## src/hdl/cflts_pkg.sv

```systemverilog
// Shared types and constants for the CFL time-step reduction block.
// Used by the controller, the datapath and the top level; depends on nothing.
package cflts_pkg;

    // Fixed-point format: inputs are Q(32-F).F, rates are Q(64-2F).2F.
    localparam int FRAC_BITS  = 16;
    localparam int RATE_SH    = 2 * FRAC_BITS;
    localparam int DIV_STEPS  = 64 + RATE_SH;
    localparam int DIV_CNT_W  = $clog2(DIV_STEPS + 1);
    localparam int SQRT_STEPS = 32;
    localparam int SQRT_CNT_W = $clog2(SQRT_STEPS + 1);

    // Configuration register indexes.
    localparam logic [1:0] REG_DIM     = 2'd0;
    localparam logic [1:0] REG_GAMMA   = 2'd1;
    localparam logic [1:0] REG_COURANT = 2'd2;
    localparam logic [1:0] REG_SPACING = 2'd3;

    // Reset values of the configuration registers.
    localparam logic [1:0]  DIM_RESET     = 2'd3;
    localparam logic [31:0] GAMMA_RESET   = 32'd91750;
    localparam logic [31:0] COURANT_RESET = 32'd32768;
    localparam logic [31:0] SPACING_RESET = 32'd65536;

    typedef enum logic [3:0] {
        OP_NONE,
        OP_LOAD,
        OP_MUL_GP,
        OP_DIV_C2,
        OP_SQRT,
        OP_DIV_R,
        OP_DIV_VX,
        OP_DIV_VY,
        OP_DIV_VZ,
        OP_UPDATE,
        OP_DIV_DT,
        OP_MUL_LO,
        OP_MUL_HI,
        OP_ACC,
        OP_RESULT
    } dp_op_t;

    typedef struct packed {
        dp_op_t op;
        logic   start;
        logic   take;
    } dp_cmd_t;

    typedef struct packed {
        logic       fluid;
        logic       last;
        logic [1:0] dim;
        logic       div_busy;
        logic       sqrt_busy;
        logic       out_full;
    } dp_stat_t;

endpackage

```

## src/hdl/cflts_ctrl.sv

```systemverilog
// Sequencing state machine of the CFL time-step reduction.
// Drives datapath commands from datapath status; depends on cflts_pkg.
module cflts_ctrl
    import cflts_pkg::*;
(
    input  logic     clk,
    input  logic     rst_n,
    input  logic     in_valid,
    output logic     in_ready,
    input  dp_stat_t stat,
    output dp_cmd_t  cmd
);

    typedef enum logic [3:0] {
        S_IDLE, S_CHK, S_MUL, S_C2, S_SQRT, S_R, S_VX, S_VY, S_VZ,
        S_UPD, S_DT, S_MLO, S_MHI, S_ACC, S_OUT
    } state_t;

    state_t state_reg;
    logic   go_reg;
    logic   unit_busy;

    always_comb
    begin
        unit_busy = (state_reg == S_SQRT) ? stat.sqrt_busy : stat.div_busy;
        in_ready  = 1'b0;
        cmd.op    = OP_NONE;
        cmd.start = !go_reg;
        cmd.take  = go_reg && !unit_busy;
        case (state_reg)
            S_IDLE:
            begin
                in_ready = 1'b1;
                if (in_valid)
                    cmd.op = OP_LOAD;
            end
            S_MUL:  cmd.op = OP_MUL_GP;
            S_C2:   cmd.op = OP_DIV_C2;
            S_SQRT: cmd.op = OP_SQRT;
            S_R:    cmd.op = OP_DIV_R;
            S_VX:   cmd.op = OP_DIV_VX;
            S_VY:   cmd.op = OP_DIV_VY;
            S_VZ:   cmd.op = OP_DIV_VZ;
            S_UPD:  cmd.op = OP_UPDATE;
            S_DT:   cmd.op = OP_DIV_DT;
            S_MLO:  cmd.op = OP_MUL_LO;
            S_MHI:  cmd.op = OP_MUL_HI;
            S_ACC:  cmd.op = OP_ACC;
            S_OUT:
            begin
                if (!stat.out_full)
                    cmd.op = OP_RESULT;
            end
            default: cmd.op = OP_NONE;
        endcase
    end

    always_ff @(posedge clk or negedge rst_n)
    begin
        if (!rst_n)
        begin
            state_reg <= S_IDLE;
            go_reg    <= 1'b0;
        end
        else
        begin
            case (state_reg)
                S_IDLE:
                begin
                    if (in_valid)
                        state_reg <= S_CHK;
                end
                S_CHK:
                begin
                    if (stat.fluid)
                        state_reg <= S_MUL;
                    else if (stat.last)
                        state_reg <= S_DT;
                    else
                        state_reg <= S_IDLE;
                end
                S_MUL: state_reg <= S_C2;
                S_C2, S_SQRT, S_R, S_VX, S_VY, S_VZ, S_DT:
                begin
                    if (!go_reg)
                        go_reg <= 1'b1;
                    else if (!unit_busy)
                    begin
                        go_reg <= 1'b0;
                        case (state_reg)
                            S_C2:   state_reg <= S_SQRT;
                            S_SQRT: state_reg <= S_R;
                            S_R:    state_reg <= S_VX;
                            S_VX:   state_reg <= (stat.dim >= 2'd2) ? S_VY : S_UPD;
                            S_VY:   state_reg <= (stat.dim == 2'd3) ? S_VZ : S_UPD;
                            S_VZ:   state_reg <= S_UPD;
                            default: state_reg <= S_MLO;
                        endcase
                    end
                end
                S_UPD: state_reg <= stat.last ? S_DT : S_IDLE;
                S_MLO: state_reg <= S_MHI;
                S_MHI: state_reg <= S_ACC;
                S_ACC: state_reg <= S_OUT;
                S_OUT:
                begin
                    if (!stat.out_full)
                        state_reg <= S_IDLE;
                end
                default: state_reg <= S_IDLE;
            endcase
        end
    end

endmodule

```

## config.mk

```make
export PLATFORM = sky130hd
export DESIGN_NAME = cflts_ctrl
export DESIGN_NICKNAME = d
export VERILOG_FILES = /design/src/hdl/cflts_pkg.sv /design/src/hdl/cflts_ctrl.sv
export SDC_FILE = /design/constraint.sdc
export NUM_CORES = 1
export LEC_CHECK = 0
export ABC_AREA = 0
export BUFFER_PORTS_ARGS = -buffer_cell sky130_fd_sc_hd__buf_2
export CAP_MARGIN = 20
export CORE_AREA = 2 2 39 41
export CTS_BUF_LIST = sky130_fd_sc_hd__clkbuf_2
export CTS_CLUSTER_SIZE = 14
export DETAILED_ROUTE_END_ITERATION = 12
export DIE_AREA = 0 0 41 43
export MAX_ROUTING_LAYER = met4
export PLACE_DENSITY_LB_ADDON = 0.2
export SYNTH_ARGS = -nofsm -noshare
export SYNTH_HDL_FRONTEND = slang
export SYNTH_SLANG_ARGS = --single-unit
```

## constraint.sdc

```tcl
create_clock -name clk -period 1.6 [get_ports clk]
set_input_delay 0.4 -clock clk [delete_from_list [all_inputs] [get_ports clk]]
set_output_delay 0.4 -clock clk [all_outputs]
set_load 0.03 [all_outputs]
```

-- Word-level counts from Yosys, hierarchy flattened
Index checks and enable logic that the tools add are counted.
- input port bits: 10
- register bits: 5
- output and inout port bits: 7
- word-level logic and storage cells: 45
- reductions and logical operators: 6
- magnitude comparators: 1
- equal/unequal tests: 19
- muxes and demuxes: 17
- operator list (cell ; count):
    case mux 4 bit (14 select lines) ; 1
    case mux 4 bit (9 select lines) ; 1
    2-to-1 mux 4 bit ; 8
    == test 4 bit, second input constant ; 7
    case mux 4 bit (6 select lines) ; 1
    == test 4 x 3 -> 1 bit, second input constant ; 4
    == test 4 x 2 -> 1 bit, second input constant ; 2
    inequality test 2 bit, second input constant ; 4
    OR reduction 7 bit ; 1
    2-to-1 mux 1 bit ; 6
    == test 4 x 1 -> 1 bit, second input constant ; 1
    logical NOT 4 bit ; 1
    AND reduction 4 bit ; 1
    == test 2 bit, second input constant ; 1
    >= comparator 2 bit, second input constant ; 1
    logical NOT 1 bit ; 2
    logical AND 1 bit ; 1

-- Depth between registers and ports, before layout
Gate-level depths: netlist of the first run.
- depth in word-level cells: 6
- gate-level depth with buffers: 6
- mapped depth without buffers: 4

-- Least setup slack after synthesis of the first run
Ideal clock, no wire load.
- path kind: reg2out
- start: reg state_reg[3]
- end: out cmd[2] in the netlist's numbering
- path slack: -0.952 ns
- arrival time: 2.152 ns
- stages on the path, launching flop included: 4
- buffers on the path: 1
- path through: dfrtp_1 > clkbuf_1 > nor4_1 > a32o_1
- RTL lines (what ; line ; RTL):
    start: declaration ; cflts_ctrl.sv:19 ; state_t state_reg;
    start signal: assignment ; cflts_ctrl.sv:94 ; S_VX: state_reg <= (stat.dim >= 2'd2) ? S_VY : S_UPD;
    start signal: assignment ; cflts_ctrl.sv:95 ; S_VY: state_reg <= (stat.dim == 2'd3) ? S_VZ : S_UPD;
    start signal: assignment ; cflts_ctrl.sv:101 ; S_UPD: state_reg <= stat.last ? S_DT : S_IDLE;
    end: declaration ; cflts_ctrl.sv:11 ; output dp_cmd_t cmd

==> flow_summary_export.csv, run 1 <==
group,metric,value,unit
hold_path,hp-class,"input pin to asynchronous set/reset pin",
power,ir_drop,1.18,mV
clock_tree,cts_tree,"yes",
die,row_count,14,
synthesis,synth_top_area_share,25.6,%
route,drt_iter0_markers,20,
power,p_sw_share,45.9,%
route,wirelength,1620,um
die,io_pins,17,
sta,fmax,0.546,GHz
finish,final_cell_area,915,um^2
clock_tree,clockBufferDepth,2,
route,antenna_left,0,
synthesis,avgSynthCellArea,7.62,um^2
synthesis,ys_ff_latch,5,
global_route,first_global_vias,595,
clock_tree,clock_tree.root_cell,"clkbuf_2",
die,die_h,43,um
power,power_frac_seq,13.1,%
worst_setup_path,slowest_stage,"dfrtp_2",
clock_tree,cts_buffers,3,
worst_setup_path,worstSetupPathType,"register to primary output",
place,post-dp-hpwl,980,um
power,power_frac_clock,5.0,%
place,port_buffers,16,
route,wl_per_cell,13.3,um
synthesis,syn_area,488,um^2
place,place.gp.congestion,0.839,
finish,post_layout_nonfiller_instances,122,
worst_setup_path,critical-path-max-stage-delay,0.43,ns
worst_setup_path,cp_top_family,"flip-flops",
finish,layout_common_cells,"buf_4, buf_2, buf_6",
worst_setup_path,cp-start-kind,"register",
worst_setup_path,required,1.20,ns
power,power_switching,1.06,mW
sta,worst_pin_slew,0.538,ns
sta,fin_crit_sh,114,%
global_route,grt_overflow,0,
sta,skew,0.00269,ns
die,die_w,41,um
worst_setup_path,crit_buf_inv,2,
place,placed_cells,105,
worst_setup_path,crit_path_end_kind,"primary output",
finish,drive_gt1_share,63.2,%
route,routed_via_density,5.29,
synthesis,syn_nets,74,
sta,grt_setup_unrepaired,"true",
die,core_area,1380,um^2
global_route,grt_max_degree,10,
synthesis,synth_cell_types,31,
power,intPower,1.25,mW
sta,min_period,1.83,ns
power,pwr-share-comb,81.9,%
synthesis,syn_inst,64,
finish,largest_reg_flops,4,
synthesis,synth_top_area_cell,"dfrtp_1",
clock_tree,cts_max_level,1,
finish,mostFrequentLayoutCell,"buf_4",
synthesis,ys_warn_count,0,
global_route,grt_util_all_layers,19.3,%
outcome,violations,"setup timing",
sta,setup_ws,-0.231,ns
sta,slew_headroom,63.6,%
route,drc_errors,0,
finish,nNetsFinal,117,
global_route,antenna_found_initial,0,
worst_setup_path,cp_data_arrival_time,1.43,ns
job,max-cap-violations,0,
place,dp_slack,-0.0585,ns
die,die-area,1760,um^2
finish,antennaDiodeCount,0,
route,via_count,645,
clock_tree,clock_latency,0.21,ns
outcome,status,"finished with violations",
synthesis,synth-seq-area-share,25.6,%
global_route,grt_pass1_wl,2350,um
finish,final_util,66.1,%
clock_tree,clkTransAtPathRegs,0.06,ns
worst_setup_path,cp_cell_sequence,"nor4b_4 > mux2i_2 > inv_2 > buf_6",
place,postPlaceCellArea,689,um^2
finish,areaGrowthSynthToFinish,87.4,%
synthesis,yosys-top-cells-area,"dfrtp_1, a21oi_1, nor2_1",
die,start_util,35.3,%
worst_setup_path,worstPathMaxFanout,4,
route,dr.pass1.iters,4,
sta,maxSlewViolCount,0,
sta,setup_viol,9,
sta,finalHoldViolations,0,
power,leakagePower,0.422,nW
clock_tree,cts_sinks,5,
power,power_density,2530,nW/um^2
path summary, 6_finish.rpt:
kind / to / start / slack, ns / depth (start not counted)
setup / recovery: cmd[0] / state_reg[1] / -0.23 / 4
min in group clk: state_reg[0] / stat[3] / 0.57 / 4
max in group asynchronous: state_reg[3] / rst_n / 0.92 / 2
setup reg to reg: state_reg[3] / state_reg[1] / -0.16 / 8
hold reg to reg: go_reg / go_reg / 0.57 / 2
hold / removal: state_reg[2] / rst_n / 0.53 / 2
worst register-to-register path: cells and delay by family (launching register included):
family / cells / cell delay, ns
AND/OR/NAND/NOR: 1 / 0.17
flip-flops: 1 / 0.43
buffers and inverters: 4 / 0.52
AO/OA/AOI/OAI: 3 / 0.51
power by group through the flow:
stage	Combinational, mW	Sequential (mW)	Clock, mW
after CTS	1.73	0.300	0.118
after floorplan	0.949	0.260	0
after global placement	1.31	0.309	0
after detailed placement	1.32	0.309	0
final	1.90	0.303	0.115
after global routing	2.02	0.313	0.124
logic make-up after synthesis:
family	after synthesis	synth area share [%]
buf+inv	9	8.21
xor+xnor	1	1.80
flops	5	25.6
simple gates	27	32.8
compound gates	21	29.5
mux	1	2.05
stage by stage:
stage	setup TNS, ns	total power [mW]	hold slack [ns]
floorplan	-0.285	1.21	0.104
global placement	-0.173	1.62	0.213
detailed placement	-0.159	1.62	0.216
CTS	-0.948	2.15	0.517
global route	-2.05	2.46	0.535
finish	-1.31	2.32	0.535
cell usage after synthesis (all sizes together):
cell type / n
o21ai: 1
a211oi: 2
o311ai: 1
buf: 3
o32a: 1
o21a: 2
nand3: 3
a2bb2oi: 1
a221oi: 1
nand2: 4
a21oi: 6
and2: 1
or3: 1
nand3b: 1
a31oi: 1
inv: 4
mux2i: 1
nor4b: 1
nor2: 7
nor2b: 4
o22ai: 3
dfrtp: 5
or4: 1
a32o: 1
nor4: 1
clkbuf: 2
xnor2: 1
nand4: 1
a21boi: 1
nand2b: 2
layer usage:
metal | global-route usage, % | wire length, um | vias to the layer above
li1 | - | - | 327
met1 | 23.7 | 713 | 304
met2 | 30.9 | 851 | 12
met3 | 1.57 | 43 | 2
met4 | 8.00 | 8 | 0
met5 | - | 0 | -
cell type report:
type | count | area (um^2)
Multi-Input combinational cell | 50 | 389
Inverter | 4 | 17.5
Sequential cell | 5 | 130
Tap cell | 16 | 20.0
Clock buffer | 4 | 20.0
Timing Repair Buffer | 43 | 338
Fill cell | 117 | 469
timing repair:
| action | 4_1_cts | 5_1_grt |
|---|---|---|
| endpoints found under the setup margin | 7 | 11 |
| hold buffers | 1 | 0 |
| resized for setup | 27 | 8 |
| endpoints found under the hold margin | 5 | 0 |
| setup buffers | 9 | 4 |
| pin swaps | 6 | 5 |
No activity file was read; power rests on OpenSTA's default activity.
==> run 2: changes to the inputs <==
--- a/config.mk
+++ b/config.mk
@@ -7,7 +7,6 @@
 export LEC_CHECK = 0
 export ABC_AREA = 0
 export BUFFER_PORTS_ARGS = -buffer_cell sky130_fd_sc_hd__buf_2
-export CAP_MARGIN = 20
 export CORE_AREA = 2 2 39 41
 export CTS_BUF_LIST = sky130_fd_sc_hd__clkbuf_2
 export CTS_CLUSTER_SIZE = 14
==> constraint.sdc (replaced) <==
create_clock -name clk -period 2.2 [get_ports clk]
set_input_delay 0.55 -clock clk [delete_from_list [all_inputs] [get_ports clk]]
set_output_delay 0.55 -clock clk [all_outputs]
set_load 0.03 [all_outputs]
==> run 2 against run 1 <==
Against the previous run: the flow now finishes without violations; die area did not move; critical path depth fell by 1; clock skew rose by 0.012 ns; largest power group unchanged.
==> flow_summary_export.csv, run 2 (synthesis results as in run 1) <==
group,metric,value,unit
outcome,status,"complete, no violations",
sta,setup_tns,0,ns
finish,areaGrowthSynthToFinish,36.4,%
sta,worst_pin_slew,0.388,ns
route,antenna_left,0,
sta,fin_crit_sh,94.3,%
global_route,grt_overflow,0,
worst_setup_path,critical-path-max-stage-delay,0.48,ns
sta,grt_setup_unrepaired,"false",
global_route,antenna_found_initial,0,
die,start_util,35.3,%
global_route,first_global_vias,545,
finish,layout_common_cells,"buf_2, buf_4, nor2_1",
finish,final_cell_area,666,um^2
sta,setup_viol,0,
power,ir_drop,0.839,mV
worst_setup_path,cp-start-kind,"register",
worst_setup_path,cp_data_arrival_time,1.52,ns
finish,largest_reg_flops,4,
place,post-dp-hpwl,1050,um
clock_tree,postCtsSetupBuffers,0,
worst_setup_path,cp_top_family,"flip-flops",
worst_setup_path,crit_buf_inv,1,
global_route,grt_max_degree,12,
die,die_h,43,um
worst_setup_path,worstPathMaxFanout,7,
route,drc_errors,0,
clock_tree,cts_buffers,3,
die,core_area,1380,um^2
finish,nNetsFinal,99,
power,leakagePower,0.306,nW
sta,finalHoldViolations,0,
route,drt_iter0_markers,13,
power,power_density,1810,nW/um^2
job,max-cap-violations,0,
route,via_count,562,
worst_setup_path,crit_path_end_kind,"primary output",
worst_setup_path,required,1.65,ns
sta,min_period,2.07,ns
route,wirelength,1310,um
worst_setup_path,slowest_stage,"dfrtp_1",
die,row_count,14,
clock_tree,cts_max_level,1,
clock_tree,clock_tree.root_cell,"clkbuf_2",
clock_tree,cts_sinks,5,
route,wl_per_cell,12.6,um
hold_path,hp-class,"input pin to asynchronous set/reset pin",
finish,drive_gt1_share,36.4,%
sta,fmax,0.482,GHz
place,place.gp.congestion,0.918,
finish,mostFrequentLayoutCell,"buf_2",
route,dr.pass1.iters,4,
clock_tree,clkTransAtPathRegs,0.08,ns
global_route,grt_util_all_layers,18.9,%
place,postPlaceCellArea,646,um^2
clock_tree,ctsHoldBuffers,0,
sta,skew,0.0144,ns
finish,final_util,48.1,%
route,routed_via_density,5.40,
finish,antennaDiodeCount,0,
clock_tree,ctsResizeCount,0,
worst_setup_path,worstSetupPathType,"register to primary output",
sta,maxSlewViolCount,0,
clock_tree,cts_tree,"yes",
place,port_buffers,16,
sta,slew_headroom,73.8,%
worst_setup_path,cp_cell_sequence,"or3_1 > a32o_1 > buf_2",
clock_tree,clockBufferDepth,2,
die,die_w,41,um
global_route,grt_pass1_wl,2280,um
die,io_pins,17,
clock_tree,clock_latency,0.22,ns
die,die-area,1760,um^2
run 2: cell types whose count changed in the layout (fill, tap and decap cells not counted), moves of 3 or more:
cell     before  now
dfrtp_2       4    0
buf_2        10   16
buf_4        22    9
dfrtp_1       1    5
a21oi_1       3    6
a21oi_2       3    0
buf_6        10    0
run 2: worst paths after layout:
| kind | startpoint | endpoint | slack [ns] | cells past startpoint |
|---|---|---|---|---|
| min in group clk | go_reg | go_reg | 0.56 | 2 |
| setup reg to reg | state_reg[3] | state_reg[3] | 0.47 | 5 |
| hold / removal | rst_n | state_reg[3] | 0.12 | 1 |
| max in group asynchronous | rst_n | go_reg | 1.93 | 1 |
| hold reg to reg | go_reg | go_reg | 0.56 | 2 |
| setup / recovery | state_reg[3] | cmd[2] | 0.13 | 3 |
run 2: layer usage:
metal | wire length (um) | GRT usage [%] | vias to the layer above | part of all wire, %
met3 | 92 | 1.57 | 0 | 7.0
met5 | 0 | - | - | 0
met1 | 576 | 25.2 | 255 | 44
met4 | 0 | 8.00 | 0 | 0
met2 | 643 | 28.4 | 22 | 49
li1 | - | - | 285 | -
run 2: report_power, final:
| group | switching, mW | internal (mW) |
|---|---|---|
| registers | 0.0679 | 0.140 |
| clock network | 0.0423 | 0.0411 |
| logic | 0.523 | 0.391 |
run 2: area by class of cell:
type | count | area, um^2
clock buffer | 3 | 15.0
sequential | 5 | 125
inverter | 4 | 15.0
multi-input combinational | 50 | 338
tap | 16 | 20.0
clock inverter | 1 | 5.00
timing repair buffer | 25 | 148
fill | 158 | 718
run 2: per-stage QoR:
stage | hold WS (ns) | power (mW) | setup WS (ns) | instances
final | 0.123 | 1.21 | 0.126 | 104
after global routing | 0.119 | 1.31 | 0.0605 | 104
after CTS | 0.124 | 1.21 | 0.125 | 104
after detailed placement | 0.371 | 1.12 | 0.382 | 100
after global placement | 0.371 | 1.12 | 0.361 | 100
after floorplan | 0.254 | 0.846 | 0.0975 | 64
run 2: worst register-to-register path: stages (launching register included):
cell and delay [ns]:
dfrtp_1 0.48, buf_4 0.21, or4_1 0.55, nand3b_1 0.12, a221oi_1 0.07, o32a_1 0.18
